## src/rtl/depth_to_turbo_colormap_defines.svh

```systemverilog
// assertion macros for the depth to turbo colormap block
`ifndef DEPTH_TO_TURBO_COLORMAP_DEFINES_SVH
`define DEPTH_TO_TURBO_COLORMAP_DEFINES_SVH

`ifndef NO_ASSERTIONS

// checked property, off while reset is asserted
`define DTTC_ASSERT(label, clk, rst_n, prop) \
    label: assert property (@(posedge clk) disable iff (!rst_n) prop) \
        else $error("%m: assertion failed");

// checked property, also during reset
`define DTTC_ASSERT_ALWAYS(label, clk, prop) \
    label: assert property (@(posedge clk) prop) \
        else $error("%m: assertion failed");

`else

`define DTTC_ASSERT(label, clk, rst_n, prop)
`define DTTC_ASSERT_ALWAYS(label, clk, prop)

`endif

`endif

```

## src/rtl/dttc_pkg.sv

```systemverilog
// shared types, widths and polynomial coefficients for the turbo colormap
package dttc_pkg;

    localparam int DEPTH_W  = 32;
    localparam int T_W      = 17;
    localparam int ACC_W    = 33;
    localparam int COEF_W   = 32;
    localparam int PROD_W   = ACC_W + T_W + 1;
    localparam int CLAMP_W  = 23;
    localparam int BYTE_W   = 8;
    localparam int NUM_CH   = 3;
    localparam int NUM_COEF = 6;
    localparam int ADDR_W   = 4;
    localparam int DATA_W   = 32;

    localparam int ONE_Q16   = 65536;
    localparam int HALF_Q16  = 32768;
    localparam int ONE_Q22   = 4194304;
    localparam int HALF_Q22  = 2097152;

    // register indexes on the config port
    localparam logic [1:0] REG_DEPTH_LOW  = 2'd0;
    localparam logic [1:0] REG_DEPTH_HIGH = 2'd1;
    localparam logic [1:0] REG_SPAN_RECIP = 2'd2;

    typedef logic signed [COEF_W-1:0] t_coef;
    typedef logic signed [ACC_W-1:0]  t_acc;
    typedef logic [T_W-1:0]           t_tval;
    typedef logic [BYTE_W-1:0]        t_byte;

    // red, green, blue; lowest degree first, 22 fraction bits
    localparam t_coef COEF [NUM_CH][NUM_COEF] = '{
        '{32'sd569257, 32'sd19358360, -32'sd178930362,
          32'sd554197927, -32'sd641486895, 32'sd248665098},
        '{32'sd383370, 32'sd9203093, 32'sd20312874,
          -32'sd59496342, 32'sd17940291, 32'sd11868060},
        '{32'sd447420, 32'sd53024165, -32'sd254099528,
          32'sd462894998, -32'sd377080970, 32'sd114706873}
    };

endpackage

```

## src/rtl/dttc_horner_step.sv

```systemverilog
// one horner step for all three channels: multiply stage, round and add stage
module dttc_horner_step import dttc_pkg::*; #(
    parameter int COEF_IDX = 4
) (
    input  logic  i_clk,
    input  logic  i_en,
    input  t_tval i_t,
    input  t_acc  i_acc [NUM_CH],
    output t_tval o_t,
    output t_acc  o_acc [NUM_CH]
);

    logic signed [PROD_W-1:0] r_prod [NUM_CH];
    logic [PROD_W-1:0]        n_sum  [NUM_CH];
    t_acc                     n_acc  [NUM_CH];
    t_acc                     r_acc  [NUM_CH];
    t_tval                    r_t_mul;
    t_tval                    r_t_add;

    // round half up then drop 16 fraction bits
    always_comb begin
        for (int c = 0; c < NUM_CH; c++) begin
            n_sum[c] = r_prod[c] + PROD_W'(HALF_Q16);
            n_acc[c] = n_sum[c][ACC_W+15:16] + ACC_W'(COEF[c][COEF_IDX]);
        end
    end

    always_ff @(posedge i_clk) begin
        if (i_en) begin
            for (int c = 0; c < NUM_CH; c++) begin
                r_prod[c] <= i_acc[c] * $signed({1'b0, i_t});
                r_acc[c]  <= n_acc[c];
            end
            r_t_mul <= i_t;
            r_t_add <= r_t_mul;
        end
    end

    assign o_t   = r_t_add;
    assign o_acc = r_acc;

endmodule

```

## config.mk

```make
export PLATFORM = sky130hd
export DESIGN_NAME = dttc_horner_step
export DESIGN_NICKNAME = d
export VERILOG_FILES = /design/src/rtl/depth_to_turbo_colormap_defines.svh /design/src/rtl/dttc_pkg.sv /design/src/rtl/dttc_horner_step.sv
export SDC_FILE = /design/constraint.sdc
export NUM_CORES = 2
export LEC_CHECK = 0
export BUFFER_PORTS_ARGS = -buffer_cell sky130_fd_sc_hd__buf_2
export CAP_MARGIN = 40
export CORE_ASPECT_RATIO = 0.6
export CORE_MARGIN = 3
export CORE_UTILIZATION = 50
export DETAILED_ROUTE_END_ITERATION = 7
export PLACE_DENSITY = 0.73
export REMOVE_ABC_BUFFERS = 1
export SKIP_CTS_REPAIR_TIMING = 1
export SYNTH_ARGS = -nofsm -noshare
export SYNTH_HDL_FRONTEND = slang
export SYNTH_SLANG_ARGS = --single-unit
```

## constraint.sdc

```tcl
create_clock -name i_clk -period 16.2 [get_ports i_clk]
set_input_delay 2.43 -clock i_clk [delete_from_list [all_inputs] [get_ports i_clk]]
set_output_delay 2.43 -clock i_clk [all_outputs]
set_load 0.05 [all_outputs]
```

==> impl_metrics.yaml <==
outcome:
  run_status: "finished, final reports clean"
cts:
  clock_path_buffers: 3
  clock_latency_ns: 0.66
  clk_pin_slew_ns: 0.06
  clockRootBuffer: "clkbuf_16"
  cts_tree: "yes"
  cts_buffers: 30
  htree_levels: 1
  clock-sinks: 235
sta:
  fin_worst_skew_ns: 0.01417
  fin_crit_ns: 10.16
  tns_ns: 0
  fmax_mhz: 98.44
  finalSetupViolCount: 0
  worst_pin_slew_ns: 0.9948
  maxSlewViolCount: 0
  rsz0062_at_grt: "false"
  finalHoldViolCount: 0
  period_share_pct: 62.71
  maxSlewHeadroom_pct: 33.68
synth:
  ys.flop_type: "edfxtp_1"
  ys_seq_elements: 235
  synth_edf_count: 235
  netlist_area_mm2: 0.06943
  netlist_instances: 7528
  ys_types: 99
  syn_area_per_cell_um2: 9.223
  yosysWarnings: 0
  synth.yosys.seq_area_share_pct: 10.16
  synthArstFlopShare_pct: 0
drt:
  wl_per_cell_um: 20.00
  finalWirelength_um: 186700
  first_iter_violations: 4361
  drt-pass1-iter-count: 6
  ant_nets: 0
  viasPerCell: 5.397
  dr_total_vias: 50387
  drc: 0
grt:
  overflow: 0
  gr-usage-all-layers_pct: 26.74
  grt_pass1_wl_um: 301400
  grt_max_degree: 99
  antenna_found_initial: 19
  first_global_vias: 54219
die:
  die_x_um: 487.1
  start_util_pct: 50.57
  die_y_um: 294.6
  dieArea_mm2: 0.1435
  core_mm2: 0.1373
  io_pins: 234
  rows: 105
critical_path:
  worstPathRequired_ns: 16.61
  crit_family: "adder cells"
  crit_top_cell: "fa_1"
  cpPeakStageDelay_ns: 0.60
  arrival_ns: 10.57
  critPathLaunchType: "primary input"
  path_buf_inv: 7
  r2r_slack_ns: 12.13
  slowest_stage: "a41oi_1"
  crit_path_end_kind: "register"
  crit_type: "primary input to register"
  critPathMaxFanout: 45
  path_cells: "buf_4, buf_4, buf_4, and2_1, fa_1, inv_1, fa_1, fa_1, inv_1, fa_1, fa_1, inv_1, fa_1, inv_1, ha_1, nand4_1, a2111oi_0, o21ai_0, a41oi_1, a31oi_1, o21ai_1, nand2_1, o31a_1, o311a_1"
finish:
  area_growth_pct: 4.936
  drive_above_1_share_pct: 5.033
  nets: 9512
place:
  io_buffers: 233
  dpl.hpwl_um: 147400
  gp_congestion: 0.9425
hold_path:
  hold_class: "register to register"
run:
  cap_violations: 0
## worst register-to-register path, delay by kind of cell (launching register included)
kind / cells / cell delay (ns)
simple gates: 7 / 2.14
xor+xnor: 1 / 0.52
flops: 1 / 0.45
fa+ha+maj: 1 / 0.33
buf+inv: 1 / 0.25
compound gates: 1 / 0.23
## per-stage QoR
stage                     setup slack [ns]  area (um^2)  utilization (%)  instances  hold slack (ns)
after floorplan                      7.846        68020                -       7181           0.4003
after global placement               5.775        71770            52.28       9267           0.4029
after detailed placement             5.624        71850            52.33       9272           0.4045
after CTS                            6.290        72830            53.05       9328           0.4183
after global routing                 5.525        72850            53.07       9335           0.4251
final                                6.041        72860            53.07       9336           0.4182
## placed cells by master (no fill, tap or decap), types with 7 or more instances in the layout
cell       instances
inv_1           1932
fa_1            1566
and2_1           991
nand2_1          835
ha_1             342
edfxtp_1         235
buf_2            216
xnor2_1          183
a21oi_1          136
nor2_1           116
xor2_1            98
o21ai_0           91
nand3_1           65
a21o_1            62
nand4_1           55
nor3_1            53
buf_4             53
clkbuf_16         30
and3_1            29
nor2b_1           25
a31oi_1           24
a211oi_1          20
nor4_1            20
o21bai_1          19
o21a_1            18
nand2b_1          18
or3_1             15
o211ai_1          12
o31ai_1           12
or2_2             12
and4_1            11
o21ai_1           10
or4_1             10
a21boi_0           9
o22ai_1            9
o2111ai_1          8
clkinv_2           8
diode_2            7
## routing by layer
metal | vias up | global-route usage [%] | wire length, um
li1 | 22127 | - | -
met1 | 25783 | 39.62 | 82700
met2 | 2268 | 39.95 | 80390
met3 | 205 | 7.186 | 20380
met4 | 4 | 4.539 | 3234
met5 | - | 0 | 27
## flip-flops by register name, summed over array words and instances, names as in the netlist
name / count
o_t: 17
r_t_mul: 17
o_acc: 99
r_prod: 102
## worst paths after layout
kind | start | endpoint | cells after the start
max reg2reg | r_prod[0][118]$_DFFE_PP_ | o_acc[32]$_DFFE_PP_ | 11
min | r_t_mul[14]$_DFFE_PP_ | o_t[14]$_DFFE_PP_ | 0
min reg2reg | r_t_mul[14]$_DFFE_PP_ | o_t[14]$_DFFE_PP_ | 0
max | i_t[7] | r_prod[0][47]$_DFFE_PP_ | 24
## cell type report
class,count,area (um^2)
diodes,7,17.52
fillers,12378,64430
flip-flops and latches,235,7057
repair buffers,273,1559
inverters,1932,7252
clock buffers,33,762.0
multi-input cells,5014,53710
clock inverters,23,222.7
well taps,1819,2276
## cell families (layout without fill, tap and decap cells)
group	count (synthesis)	after routing	synth area share [%]
flip-flops	235	235	10.16
buffers and inverters	2279	2261	12.48
AO/OA/AOI/OAI	529	529	5.093
multiplexers	7	7	0.1045
AND/OR/NAND/NOR	2289	2289	17.30
other	0	7	0
adder cells (fa/ha/maj)	1908	1908	51.32
XOR/XNOR	281	281	3.545
## synthesized netlist by cell type, drive strengths merged, types with 19 or more instances
library cell / n / area (um^2)
a211oi: 22 / 175.2
nand4: 57 / 377.9
xor2: 98 / 858.3
nor3: 55 / 285.3
nor2b: 25 / 156.4
buf: 22 / 158.9
a21oi: 137 / 689.4
nor4: 28 / 242.7
o21ai: 103 / 523.0
o21bai: 19 / 142.6
edfxtp: 235 / 7057
nand3: 69 / 380.4
and2: 992 / 6206
nor2: 117 / 441.7
o21a: 19 / 143.9
ha: 342 / 4279
xnor2: 183 / 1603
clkbuf: 325 / 1251
fa: 1566 / 31350
a21o: 62 / 465.5
a31oi: 24 / 150.1
inv: 1932 / 7252
nand2: 835 / 3134
and3: 29 / 181.4
Power is not shown: default switching activity piles up to over one toggle a cycle in this logic, so the estimate is an artifact.
