**src/rtl/depth_to_turbo_colormap_defines.svh**
```systemverilog
// assertion macros for the depth to turbo colormap block
`ifndef DEPTH_TO_TURBO_COLORMAP_DEFINES_SVH
`define DEPTH_TO_TURBO_COLORMAP_DEFINES_SVH

`ifndef NO_ASSERTIONS

// checked property, off while reset is asserted
`define DTTC_ASSERT(label, clk, rst_n, prop) \
    label: assert property (@(posedge clk) disable iff (!rst_n) prop) \
        else $error("%m: assertion failed");

// checked property, also during reset
`define DTTC_ASSERT_ALWAYS(label, clk, prop) \
    label: assert property (@(posedge clk) prop) \
        else $error("%m: assertion failed");

`else

`define DTTC_ASSERT(label, clk, rst_n, prop)
`define DTTC_ASSERT_ALWAYS(label, clk, prop)

`endif

`endif

```
**src/rtl/dttc_pkg.sv**
```systemverilog
// shared types, widths and polynomial coefficients for the turbo colormap
package dttc_pkg;

    localparam int DEPTH_W  = 32;
    localparam int T_W      = 17;
    localparam int ACC_W    = 33;
    localparam int COEF_W   = 32;
    localparam int PROD_W   = ACC_W + T_W + 1;
    localparam int CLAMP_W  = 23;
    localparam int BYTE_W   = 8;
    localparam int NUM_CH   = 3;
    localparam int NUM_COEF = 6;
    localparam int ADDR_W   = 4;
    localparam int DATA_W   = 32;

    localparam int ONE_Q16   = 65536;
    localparam int HALF_Q16  = 32768;
    localparam int ONE_Q22   = 4194304;
    localparam int HALF_Q22  = 2097152;

    // register indexes on the config port
    localparam logic [1:0] REG_DEPTH_LOW  = 2'd0;
    localparam logic [1:0] REG_DEPTH_HIGH = 2'd1;
    localparam logic [1:0] REG_SPAN_RECIP = 2'd2;

    typedef logic signed [COEF_W-1:0] t_coef;
    typedef logic signed [ACC_W-1:0]  t_acc;
    typedef logic [T_W-1:0]           t_tval;
    typedef logic [BYTE_W-1:0]        t_byte;

    // red, green, blue; lowest degree first, 22 fraction bits
    localparam t_coef COEF [NUM_CH][NUM_COEF] = '{
        '{32'sd569257, 32'sd19358360, -32'sd178930362,
          32'sd554197927, -32'sd641486895, 32'sd248665098},
        '{32'sd383370, 32'sd9203093, 32'sd20312874,
          -32'sd59496342, 32'sd17940291, 32'sd11868060},
        '{32'sd447420, 32'sd53024165, -32'sd254099528,
          32'sd462894998, -32'sd377080970, 32'sd114706873}
    };

endpackage

```
**src/rtl/dttc_depth_to_t.sv**
```systemverilog
// three stage front end: window offset, reciprocal multiply, saturated t
module dttc_depth_to_t import dttc_pkg::*; (
    input  logic                      i_clk,
    input  logic                      i_en,
    input  logic signed [DEPTH_W-1:0] i_depth_value,
    input  logic                      i_depth_finite,
    input  logic signed [DEPTH_W-1:0] i_depth_low,
    input  logic signed [DEPTH_W-1:0] i_depth_high,
    input  logic [DEPTH_W-1:0]        i_span_recip,
    output t_tval                     o_t
);

    logic signed [DEPTH_W-1:0] n_depth;
    logic signed [DEPTH_W:0]   n_diff;
    logic signed [DEPTH_W:0]   r_diff;
    logic                      r_nonpos;
    logic [2*DEPTH_W-1:0]      r_prod;
    logic [DEPTH_W:0]          n_rem;
    t_tval                     n_t;
    t_tval                     r_t;

    always_comb begin
        n_depth = i_depth_finite ? i_depth_value : i_depth_high;
        n_diff  = {n_depth[DEPTH_W-1], n_depth} - {i_depth_low[DEPTH_W-1], i_depth_low};
    end

    // one minus the product, kept to 16 fraction bits; 1.0 for a non-positive offset, 0 once the product reaches 1.0
    always_comb begin
        n_rem = {1'b1, {DEPTH_W{1'b0}}} - {1'b0, r_prod[DEPTH_W-1:0]};
        if (r_nonpos) begin
            n_t = T_W'(ONE_Q16);
        end else if (r_prod[2*DEPTH_W-1:DEPTH_W] != '0) begin
            n_t = '0;
        end else begin
            n_t = n_rem[DEPTH_W:DEPTH_W-T_W+1];
        end
    end

    always_ff @(posedge i_clk) begin
        if (i_en) begin
            r_diff   <= n_diff;
            r_nonpos <= r_diff[DEPTH_W] || (r_diff == '0);
            r_prod   <= r_diff[DEPTH_W-1:0] * i_span_recip;
            r_t      <= n_t;
        end
    end

    assign o_t = r_t;

endmodule

```
**config.mk**
```make
export PLATFORM = sky130hd
export DESIGN_NAME = dttc_depth_to_t
export DESIGN_NICKNAME = d
export VERILOG_FILES = /design/src/rtl/depth_to_turbo_colormap_defines.svh /design/src/rtl/dttc_pkg.sv /design/src/rtl/dttc_depth_to_t.sv
export SDC_FILE = /design/constraint.sdc
export NUM_CORES = 2
export LEC_CHECK = 0
export BUFFER_PORTS_ARGS = -buffer_cell sky130_fd_sc_hd__buf_2
export CAP_MARGIN = 20
export CORE_ASPECT_RATIO = 0.8
export CORE_MARGIN = 2
export CORE_UTILIZATION = 40
export DETAILED_ROUTE_END_ITERATION = 8
export HOLD_SLACK_MARGIN = 0.1
export SYNTH_ARGS = -nofsm -noshare
export SYNTH_HDL_FRONTEND = slang
export SYNTH_SLANG_ARGS = --single-unit
```
**constraint.sdc**
```tcl
create_clock -name i_clk -period 9.8 [get_ports i_clk]
set_input_delay 0.49 -clock i_clk [delete_from_list [all_inputs] [get_ports i_clk]]
set_output_delay 0.49 -clock i_clk [all_outputs]
set_load 0.05 [all_outputs]
```
==> run metrics <==
drt drc 0; post-synthesis sequential area ratio about 8.8%; HP Class primary input to flip-flop; Setup TNS 0 ns; Reg area 3453 um^2; Global Route Usage Sum about 22%; share of cells above drive strength 1 6.970%; CP startpoint kind flip-flop; final wirelength 107.9 mm; syn_nets 5506; CP most frequent cell fa_1; Slew HR 21.74%; Routed WL per cell 19.60 um; Setup CP Type flip-flop to flip-flop; H-tree level count 4; drt pass-1 iters 5; clock skew roughly 0.016 ns; largest net degree at the start of global routing 76; clk_lat worst skew 0.43 ns; PostCTS Resize Cnt 0; count of final hold-check violations 0; Synth Cell Area about 39000 um^2; Crit-path slowest cell edfxtp_1; final setup violation count 0; Yosys warnings 0; Initial DRC Count about 1700; reg-to-reg setup timing slack between 1 and 1.5 ns; Post-synth EDFFs 115; vias in the first global route approximately 30000; worst-path fanout max 19; Top-Level Pins 148; GRT overflow 0; Async SR Flop Fraction 0%; max cap viols 0; CTS tree built; Yosys reg bits 115; fin crit share between 80% and 90%; last element of the critical path r_prod[57]; first-pass GRT wire length 173.5 mm; input/output buffers ~150; clock tree buffer depth 2; area of the multi-input gates around 32000 um^2; RR Startpoint r_diff[13]; Die ar. 100800 um^2; initial core utilization 40.46%; cells on worst reg2reg path 22; Die Span Y approximately 280 um; RSZ-0062 raised after global routing false; Least-Margin Pin Slew roughly 1.2 ns; Clk pin slew, worst setup/hold paths roughly 0.050 ns; status finished, final reports clean; nets 5514; Hold Buf Count CTS 0; Setup crit end kind flip-flop; cts bufs inserted 17; Fmax 0.1152 GHz; worst min-delay path startpoint i_depth_low[0]; Critical Path RT 9.95 ns; CP Cell Sequence and2_1 > fa_1 > fa_1 > fa_1 > inv_1 > fa_1 > inv_1 > fa_1 > inv_1 > fa_1 > inv_1 > fa_1 > fa_1 > ha_1 > a21oi_1 > o21ai_0 > a2111oi_1 > o21ai_1 > a211o_1 > a31oi_1 > o21ai_0 > xor2_1; Final ANT Viol Nets 0; initial antenna violation count 2; WP data arrival 8.83 ns; max-slew violations 0; minimum clock period 8.679 ns; postcts setup bufs 0; total core area between 90000 and 100000 um^2; reg2reg end r_prod[57]; Vias 27710; CP startpoint r_diff[13]; most common cell after layout, fill and taps aside inv_1; Sink Count between 100 and 150; vias per std cell 5.032; Primary FF master, synth edfxtp_1; post-synthesis average cell area around 9.4 um^2; Final HPWL DP 90.04 mm; RD Place Congestion around 0.90; Post-Syn Instances 4183; delay of the slowest cell on the worst path 1.09 ns; most frequent cells in the layout inv_1, fa_1, and2_1; Root Buffer clkbuf_16; fillers ~9400; synth-to-layout area growth 7.040%; Yosys cell types 63; row count about 100; die boundary width 354.4 um
## registers in the layout, indices dropped and copies added (netlist names)
register  flops
r_nonpos      1
r_diff       33
o_t          17
r_prod       64
## metrics by stage
step                      cell area, um^2  hold WS [ns]  instances  setup WS [ns]  util (%)
final                               42060        0.4912       5506          1.121     43.31
after global routing                42060        0.4901       5504         0.7158     43.30
after CTS                           41990        0.4827       5501          1.104     43.23
after detailed placement            41360        0.5687       5469          1.049     42.59
after global placement              41330        0.5680       5467          1.002     42.55
after floorplan                     39300        0.4874       4183          2.155         -
## Yosys cell counts (all sizes together) (3+ instances only)
| library cell | instances | area (um^2) |
|---|---|---|
| nor3 | 18 | 90.09 |
| nand4 | 21 | 131.4 |
| o21bai | 18 | 135.1 |
| a21oi | 89 | 445.4 |
| o311ai | 3 | 26.28 |
| o21ai | 54 | 270.3 |
| mux2i | 3 | 30.03 |
| a21o | 38 | 285.3 |
| a21boi | 3 | 22.52 |
| ha | 295 | 3691 |
| edfxtp | 115 | 3453 |
| fa | 897 | 17960 |
| a31o | 5 | 43.79 |
| nand2 | 487 | 1836 |
| nor3b | 3 | 22.52 |
| or4 | 5 | 45.04 |
| o21a | 11 | 82.58 |
| nor2b | 18 | 112.6 |
| o31ai | 5 | 42.54 |
| and4 | 5 | 45.04 |
| a31oi | 19 | 118.9 |
| mux2 | 30 | 337.8 |
| inv | 931 | 3495 |
| nor2 | 64 | 240.2 |
| nor4 | 23 | 165.2 |
| nand2b | 10 | 62.56 |
| a211oi | 7 | 52.55 |
| a211o | 3 | 26.28 |
| and2 | 611 | 3824 |
| or3 | 7 | 53.80 |
| xnor2 | 60 | 525.5 |
| and3 | 16 | 100.1 |
| xor2 | 35 | 306.5 |
| a2111oi | 4 | 36.29 |
| a311o | 4 | 40.04 |
| clkbuf | 226 | 848.3 |
| nand3 | 15 | 75.07 |
| a41oi | 4 | 42.55 |
| o211ai | 6 | 45.04 |
## worst min path at each step
stage	endpoint	slack [ns]	depth (start not counted)
floorplan	r_nonpos	0.49	1
global placement	o_t[16]	0.57	2
detailed placement	o_t[16]	0.57	2
CTS	r_diff[0]	0.48	3
global route	r_diff[0]	0.49	3
finish	r_diff[0]	0.49	3
## cell families after synthesis
| group | after synthesis | synth area share, % |
|---|---|---|
| AND/OR/NAND/NOR | 1308 | 17.41 |
| adder cells (fa/ha/maj) | 1192 | 55.09 |
| buffers and inverters | 1157 | 11.05 |
| multiplexers | 33 | 0.9361 |
| flip-flops | 115 | 8.788 |
| XOR/XNOR | 95 | 2.117 |
| AO/OA/AOI/OAI | 283 | 4.601 |
## per-layer routing
layer	vias to the layer above	routed length, um	GRT usage [%]
li1	12460	-	-
met1	14280	50600	33.25
met2	877	47640	33.69
met3	92	7428	4.083
met4	0	2248	4.439
met5	-	0	0
## critical path, delay by kind of cell, from the launching register on
family | cells | cell delay [ns]
AO/OA/AOI/OAI | 7 | 2.27
buffers and inverters | 4 | 0.22
adder cells (fa/ha/maj) | 9 | 4.32
AND/OR/NAND/NOR | 1 | 0.28
XOR/XNOR | 1 | 0.19
flip-flops | 1 | 1.09
## cell type report
cell class / count / area share [%]
antenna: 2 / 0.01190
clock buffer: 20 / 1.038
clock inverter: 12 / 0.4432
inverter: 931 / 8.308
multi-input combinational: 2911 / 74.90
sequential: 115 / 8.210
tap: 1300 / 3.867
timing repair buffer: 215 / 3.219
Power is left out: the tool's default activity adds up to more than one toggle a clock period on the data nets, which glitch-free logic cannot reach.
