[config.mk]
export PLATFORM = sky130hd
export DESIGN_NAME = dttc_quantize
export DESIGN_NICKNAME = d
export VERILOG_FILES = /design/src/rtl/depth_to_turbo_colormap_defines.svh /design/src/rtl/dttc_pkg.sv /design/src/rtl/dttc_quantize.sv
export SDC_FILE = /design/constraint.sdc
export NUM_CORES = 1
export LEC_CHECK = 0
export ABC_AREA = 1
export BUFFER_PORTS_ARGS = -buffer_cell sky130_fd_sc_hd__clkbuf_2
export CAP_MARGIN = 20
export CORE_UTILIZATION = 60
export CTS_BUF_LIST = sky130_fd_sc_hd__clkbuf_16
export DETAILED_ROUTE_END_ITERATION = 6
export PLACE_DENSITY_LB_ADDON = 0.3
export SKIP_LAST_GASP = 1
export SLEW_MARGIN = 20
export SYNTH_ARGS = -nofsm -noshare
export SYNTH_HDL_FRONTEND = slang
export SYNTH_SLANG_ARGS = --single-unit
[constraint.sdc]
create_clock -name i_clk -period 4.3 [get_ports i_clk]
set_input_delay 0.215 -clock i_clk [delete_from_list [all_inputs] [get_ports i_clk]]
set_output_delay 0.215 -clock i_clk [all_outputs]
set_load 0.02 [all_outputs]
[src/rtl/depth_to_turbo_colormap_defines.svh]
// assertion macros for the depth to turbo colormap block
`ifndef DEPTH_TO_TURBO_COLORMAP_DEFINES_SVH
`define DEPTH_TO_TURBO_COLORMAP_DEFINES_SVH

`ifndef NO_ASSERTIONS

// checked property, off while reset is asserted
`define DTTC_ASSERT(label, clk, rst_n, prop) \
    label: assert property (@(posedge clk) disable iff (!rst_n) prop) \
        else $error("%m: assertion failed");

// checked property, also during reset
`define DTTC_ASSERT_ALWAYS(label, clk, prop) \
    label: assert property (@(posedge clk) prop) \
        else $error("%m: assertion failed");

`else

`define DTTC_ASSERT(label, clk, rst_n, prop)
`define DTTC_ASSERT_ALWAYS(label, clk, prop)

`endif

`endif

[src/rtl/dttc_pkg.sv]
// shared types, widths and polynomial coefficients for the turbo colormap
package dttc_pkg;

    localparam int DEPTH_W  = 32;
    localparam int T_W      = 17;
    localparam int ACC_W    = 33;
    localparam int COEF_W   = 32;
    localparam int PROD_W   = ACC_W + T_W + 1;
    localparam int CLAMP_W  = 23;
    localparam int BYTE_W   = 8;
    localparam int NUM_CH   = 3;
    localparam int NUM_COEF = 6;
    localparam int ADDR_W   = 4;
    localparam int DATA_W   = 32;

    localparam int ONE_Q16   = 65536;
    localparam int HALF_Q16  = 32768;
    localparam int ONE_Q22   = 4194304;
    localparam int HALF_Q22  = 2097152;

    // register indexes on the config port
    localparam logic [1:0] REG_DEPTH_LOW  = 2'd0;
    localparam logic [1:0] REG_DEPTH_HIGH = 2'd1;
    localparam logic [1:0] REG_SPAN_RECIP = 2'd2;

    typedef logic signed [COEF_W-1:0] t_coef;
    typedef logic signed [ACC_W-1:0]  t_acc;
    typedef logic [T_W-1:0]           t_tval;
    typedef logic [BYTE_W-1:0]        t_byte;

    // red, green, blue; lowest degree first, 22 fraction bits
    localparam t_coef COEF [NUM_CH][NUM_COEF] = '{
        '{32'sd569257, 32'sd19358360, -32'sd178930362,
          32'sd554197927, -32'sd641486895, 32'sd248665098},
        '{32'sd383370, 32'sd9203093, 32'sd20312874,
          -32'sd59496342, 32'sd17940291, 32'sd11868060},
        '{32'sd447420, 32'sd53024165, -32'sd254099528,
          32'sd462894998, -32'sd377080970, 32'sd114706873}
    };

endpackage

[src/rtl/dttc_quantize.sv]
// clamp each channel to [0,1] then scale by 255 with round half up
module dttc_quantize import dttc_pkg::*; (
    input  logic  i_clk,
    input  logic  i_en,
    input  t_acc  i_acc  [NUM_CH],
    output t_byte o_byte [NUM_CH]
);

    logic [CLAMP_W-1:0]        n_clamp  [NUM_CH];
    logic [CLAMP_W-1:0]        r_clamp  [NUM_CH];
    logic [CLAMP_W+BYTE_W-1:0] n_scaled [NUM_CH];
    t_byte                     r_byte   [NUM_CH];

    always_comb begin
        for (int c = 0; c < NUM_CH; c++) begin
            if (i_acc[c][ACC_W-1]) begin
                n_clamp[c] = '0;
            end else if (i_acc[c] > ACC_W'(ONE_Q22)) begin
                n_clamp[c] = CLAMP_W'(ONE_Q22);
            end else begin
                n_clamp[c] = i_acc[c][CLAMP_W-1:0];
            end
            // times 255 as times 256 minus one
            n_scaled[c] = {r_clamp[c], {BYTE_W{1'b0}}} - {{BYTE_W{1'b0}}, r_clamp[c]}
                          + (CLAMP_W+BYTE_W)'(HALF_Q22);
        end
    end

    always_ff @(posedge i_clk) begin
        if (i_en) begin
            for (int c = 0; c < NUM_CH; c++) begin
                r_clamp[c] <= n_clamp[c];
                r_byte[c]  <= n_scaled[c][CLAMP_W+BYTE_W-2:CLAMP_W-1];
            end
        end
    end

    assign o_byte = r_byte;

endmodule

==> out/results.env <==
OUTCOME='finished, final reports clean'
FF2FF_PATH_DEPTH=10
MULTI_INPUT_AREA_UM2=4573
SEQPWRFRAC=0.406
CTS_SINK_COUNT=93
POWER.SHARE.SWITCHING=0.3213
LAYOUT_COMMON_CELLS='nand2_1 (388), inv_1 (301), nor2_1 (160)'
SYNTH.YOSYS.SEQ_AREA_SHARE=0.3253
MAX_CAP_VIOLATIONS=0
FINAL.FILL_COUNT=1269
WORSTSKEWPAIRLATENCY_NS=0.35
VIASPERCELL=4.917
ROUTABILITYCONGESTION=0.9393
YOSYS_WARNINGS=0
SYN_AREA_PER_CELL_UM2=6.759
TOTALWIRELENGTH_UM=19460
FIRST_GLOBAL_VIAS=7219
SYNTH_TOP_AREA_CELL='edfxtp_1'
CLASSIFICATION_OF_THE_WORST_SLACK_HOLD_PATH='primary input to flip-flop'
DRC_ERRORS_LEFT=0
YOSYS-TOP-CELLS-AREA='edfxtp_1 (33%), nand2_1 (17%), ha_1 (15%)'
DRTANTENNAVIOLNETS=0
COMBPWRFRAC=0.292
MAX-CLOCK-PATH-BUFFERS=2
GRT_SETUP_UNREPAIRED='no'
DRV_SLEW=0
CTS.REPAIR_TIMING.SETUP_BUFFER_COUNT=0
LAYOUT_COMMONEST_CELL='nand2_1'
TRITONCTS='yes'
CTS_INSERTED_BUFFERS=9
NUMBER_OF_ANTENNA_VIOLATIONS_AT_THE_FIRST_CHECK_IN_GLOBAL_ROUTING=0
IO-PIN-COUNT=125
FP.DIEH_UM=121.6
YOSYS_REGISTER_BITS=93
SYNTHESIS.NETS=1476
SYNTH_TOP_AREA_SHARE=0.3253
H-TREE-DEPTH=3
POST_SYNTH_INSTANCE_AREA_UM2=8584
DESIGN.DIE.AREA_UM2=14790
SLEW-LIMIT-HEADROOM=0.4046
POWER_REPORT.INTERNAL_TOTAL_W=0.001857
POST_CTS.RESIZED_INSTANCES=0
SETUP_VIOLATIONS=0
AVERAGE_WIRE_LENGTH_PER_CELL_AFTER_DETAIL_ROUTING_UM=12.28
DIE_WIDTH_UM=121.6
IR_DROP_mV=0.1932
PLACEMENTROWS=43
FINALHOLDVIOLATIONS=0
DRT_PASS1_ITERATIONS=5
LEAKAGEPOWER_nW=5.458
DRIVE_GT1_FRAC=0.1395
CTS_ROOT_BUF='clkbuf_16'
INITIAL_CORE_UTIL=0.6161
OVERFLOW_LEFT_AFTER_GLOBAL_ROUTING=0
FINAL_NETS=1606
POST_SYNTH_INST_COUNT=1270
STDCELL_AREA_UM2=9693
MAX_FREQ_MHz=457.6
FINAL_CORE_UTIL=0.6956
PATH_CLK_SLEW_NS=0.06
AREA.GROWTH.SYNTH_TO_FINAL_PCT=12.91
CORE_AREA_UM2=13930
ANTENNA-DIODE-COUNT=0
TIMING_WORST_SLEW_PIN_VALUE_NS=0.8907
DPL-INSTANCE-AREA_UM2=9385
FINALCRITPERIODSHARE=0.5083
GLOBALROUTETOTALUTIL=0.2773
FINALSETUPTNS_NS=0
CP_DATA_REQUIRED_TIME_NS=4.40
GRT_PASS1_WL_UM=31980
WORST-SETUP-PATH-TYPE='flip-flop to flip-flop'
DRT-INITIAL-DRC-COUNT=517
PIN_COUNT_OF_THE_BIGGEST_NET_ENTERING_GLOBAL_ROUTING=52
PORTBUFFERS=124
END_KIND='flip-flop'
WORSTPATHARRIVAL_NS=2.28
POST_CTS_HOLD_BUFFER_COUNT=0
CLKPWRFRAC=0.302
WORST-PATH-MAX-FANOUT=3
POWER.DENSITY_nW_PER_UM2=282.3
TOTAL_SWITCHING_POWER_W=0.0008791
FINCLKSKEW_NS=0.006327
NETLIST-CELL-TYPE-COUNT=24
HOLD_DEPTH=3
LAYOUT.AREA.SEQ_UM2=2793
HPWL_UM=16330
WORSTSETUPSTARTPOINTTYPE='flip-flop'
FINALCRITICALPERIOD_NS=2.185
NUM_VIAS=7794
==> kinds of logic after synthesis <==
kind of cell / share of synthesized area
and+or+nand+nor: 0.3489
buffers and inverters: 0.1420
adders and majority gates: 0.1530
DFF: 0.3253
AOI/OAI and AO/OA: 0.02769
xor gates and xnor gates: 0.003061
==> worst max-delay path, cell delays in order, from the launching register on <==
cell      delay, ns
edfxtp_1       0.43
inv_1          0.12
ha_1           0.23
ha_1           0.32
nand2_1        0.10
nor2_1         0.25
nand2_1        0.10
nor2_1         0.11
nand2_1        0.08
nand4_1        0.10
nand2_1        0.08
==> cells in the mapped netlist (all sizes together) <==
master,n
or3,1
a21oi,37
nand3,58
nor2,200
nand2,390
o21bai,3
ha,105
inv,310
xor2,3
nand4,42
o21ai,6
nor3,12
buf,6
and2,1
nor4,2
or2,1
edfxtp,93
==> power groups by stage <==
stage	clock network (W)	logic (W)	registers, W
2_1_floorplan	0	0.000512	0.00116
3_3_place_gp	0	0.000770	0.00113
3_5_place_dp	0	0.000783	0.00113
4_1_cts	0.000836	0.000793	0.00111
5_1_grt	0.000866	0.000912	0.00112
6_report	0.000826	0.000798	0.00111
==> routing by layer <==
metal | up-vias | wire length (um) | track usage
met3 | 39 | 785 | 0.02434
met1 | 3352 | 8943 | 0.3511
li1 | 4184 | - | -
met5 | - | 0 | 0
met4 | 0 | 642 | 0.1235
met2 | 219 | 9090 | 0.4812
==> sequential cells by signal (all words and copies together) (netlist names) <==
name,cells
o_byte,24
r_clamp,69
==> worst paths after layout <==
kind,startpoint,to,slack (ns)
setup / recovery,r_clamp[0][64],o_byte[0],2.11
hold / removal,i_acc[46],r_clamp[0][36],0.17
setup reg to reg,r_clamp[0][64],o_byte[0],2.11
hold reg to reg,r_clamp[0][43],o_byte[15],0.71
==> stage by stage <==
| stage | hold slack [ns] | cells | power, W | setup WS [ns] |
|---|---|---|---|---|
| 2_1_floorplan | 0.3275 | 1270 | 0.001668 | 2.433 |
| 3_3_place_gp | 0.5195 | 1569 | 0.001898 | 2.178 |
| 3_5_place_dp | 0.5291 | 1569 | 0.001913 | 2.139 |
| 4_1_cts | 0.1668 | 1585 | 0.002740 | 2.127 |
| 5_1_grt | 0.1818 | 1585 | 0.002894 | 1.956 |
| 6_report | 0.1741 | 1585 | 0.002736 | 2.115 |
==> cell type report <==
cell class / instances / area share
Inverter: 310 / 0.1200
Tap cell: 180 / 0.02323
Multi-Input combinational cell: 861 / 0.4718
Clock buffer: 9 / 0.02323
Clock inverter: 7 / 0.008519
Sequential cell: 93 / 0.2881
Timing Repair Buffer: 125 / 0.06506
No activity file was read; power rests on OpenSTA's default activity.
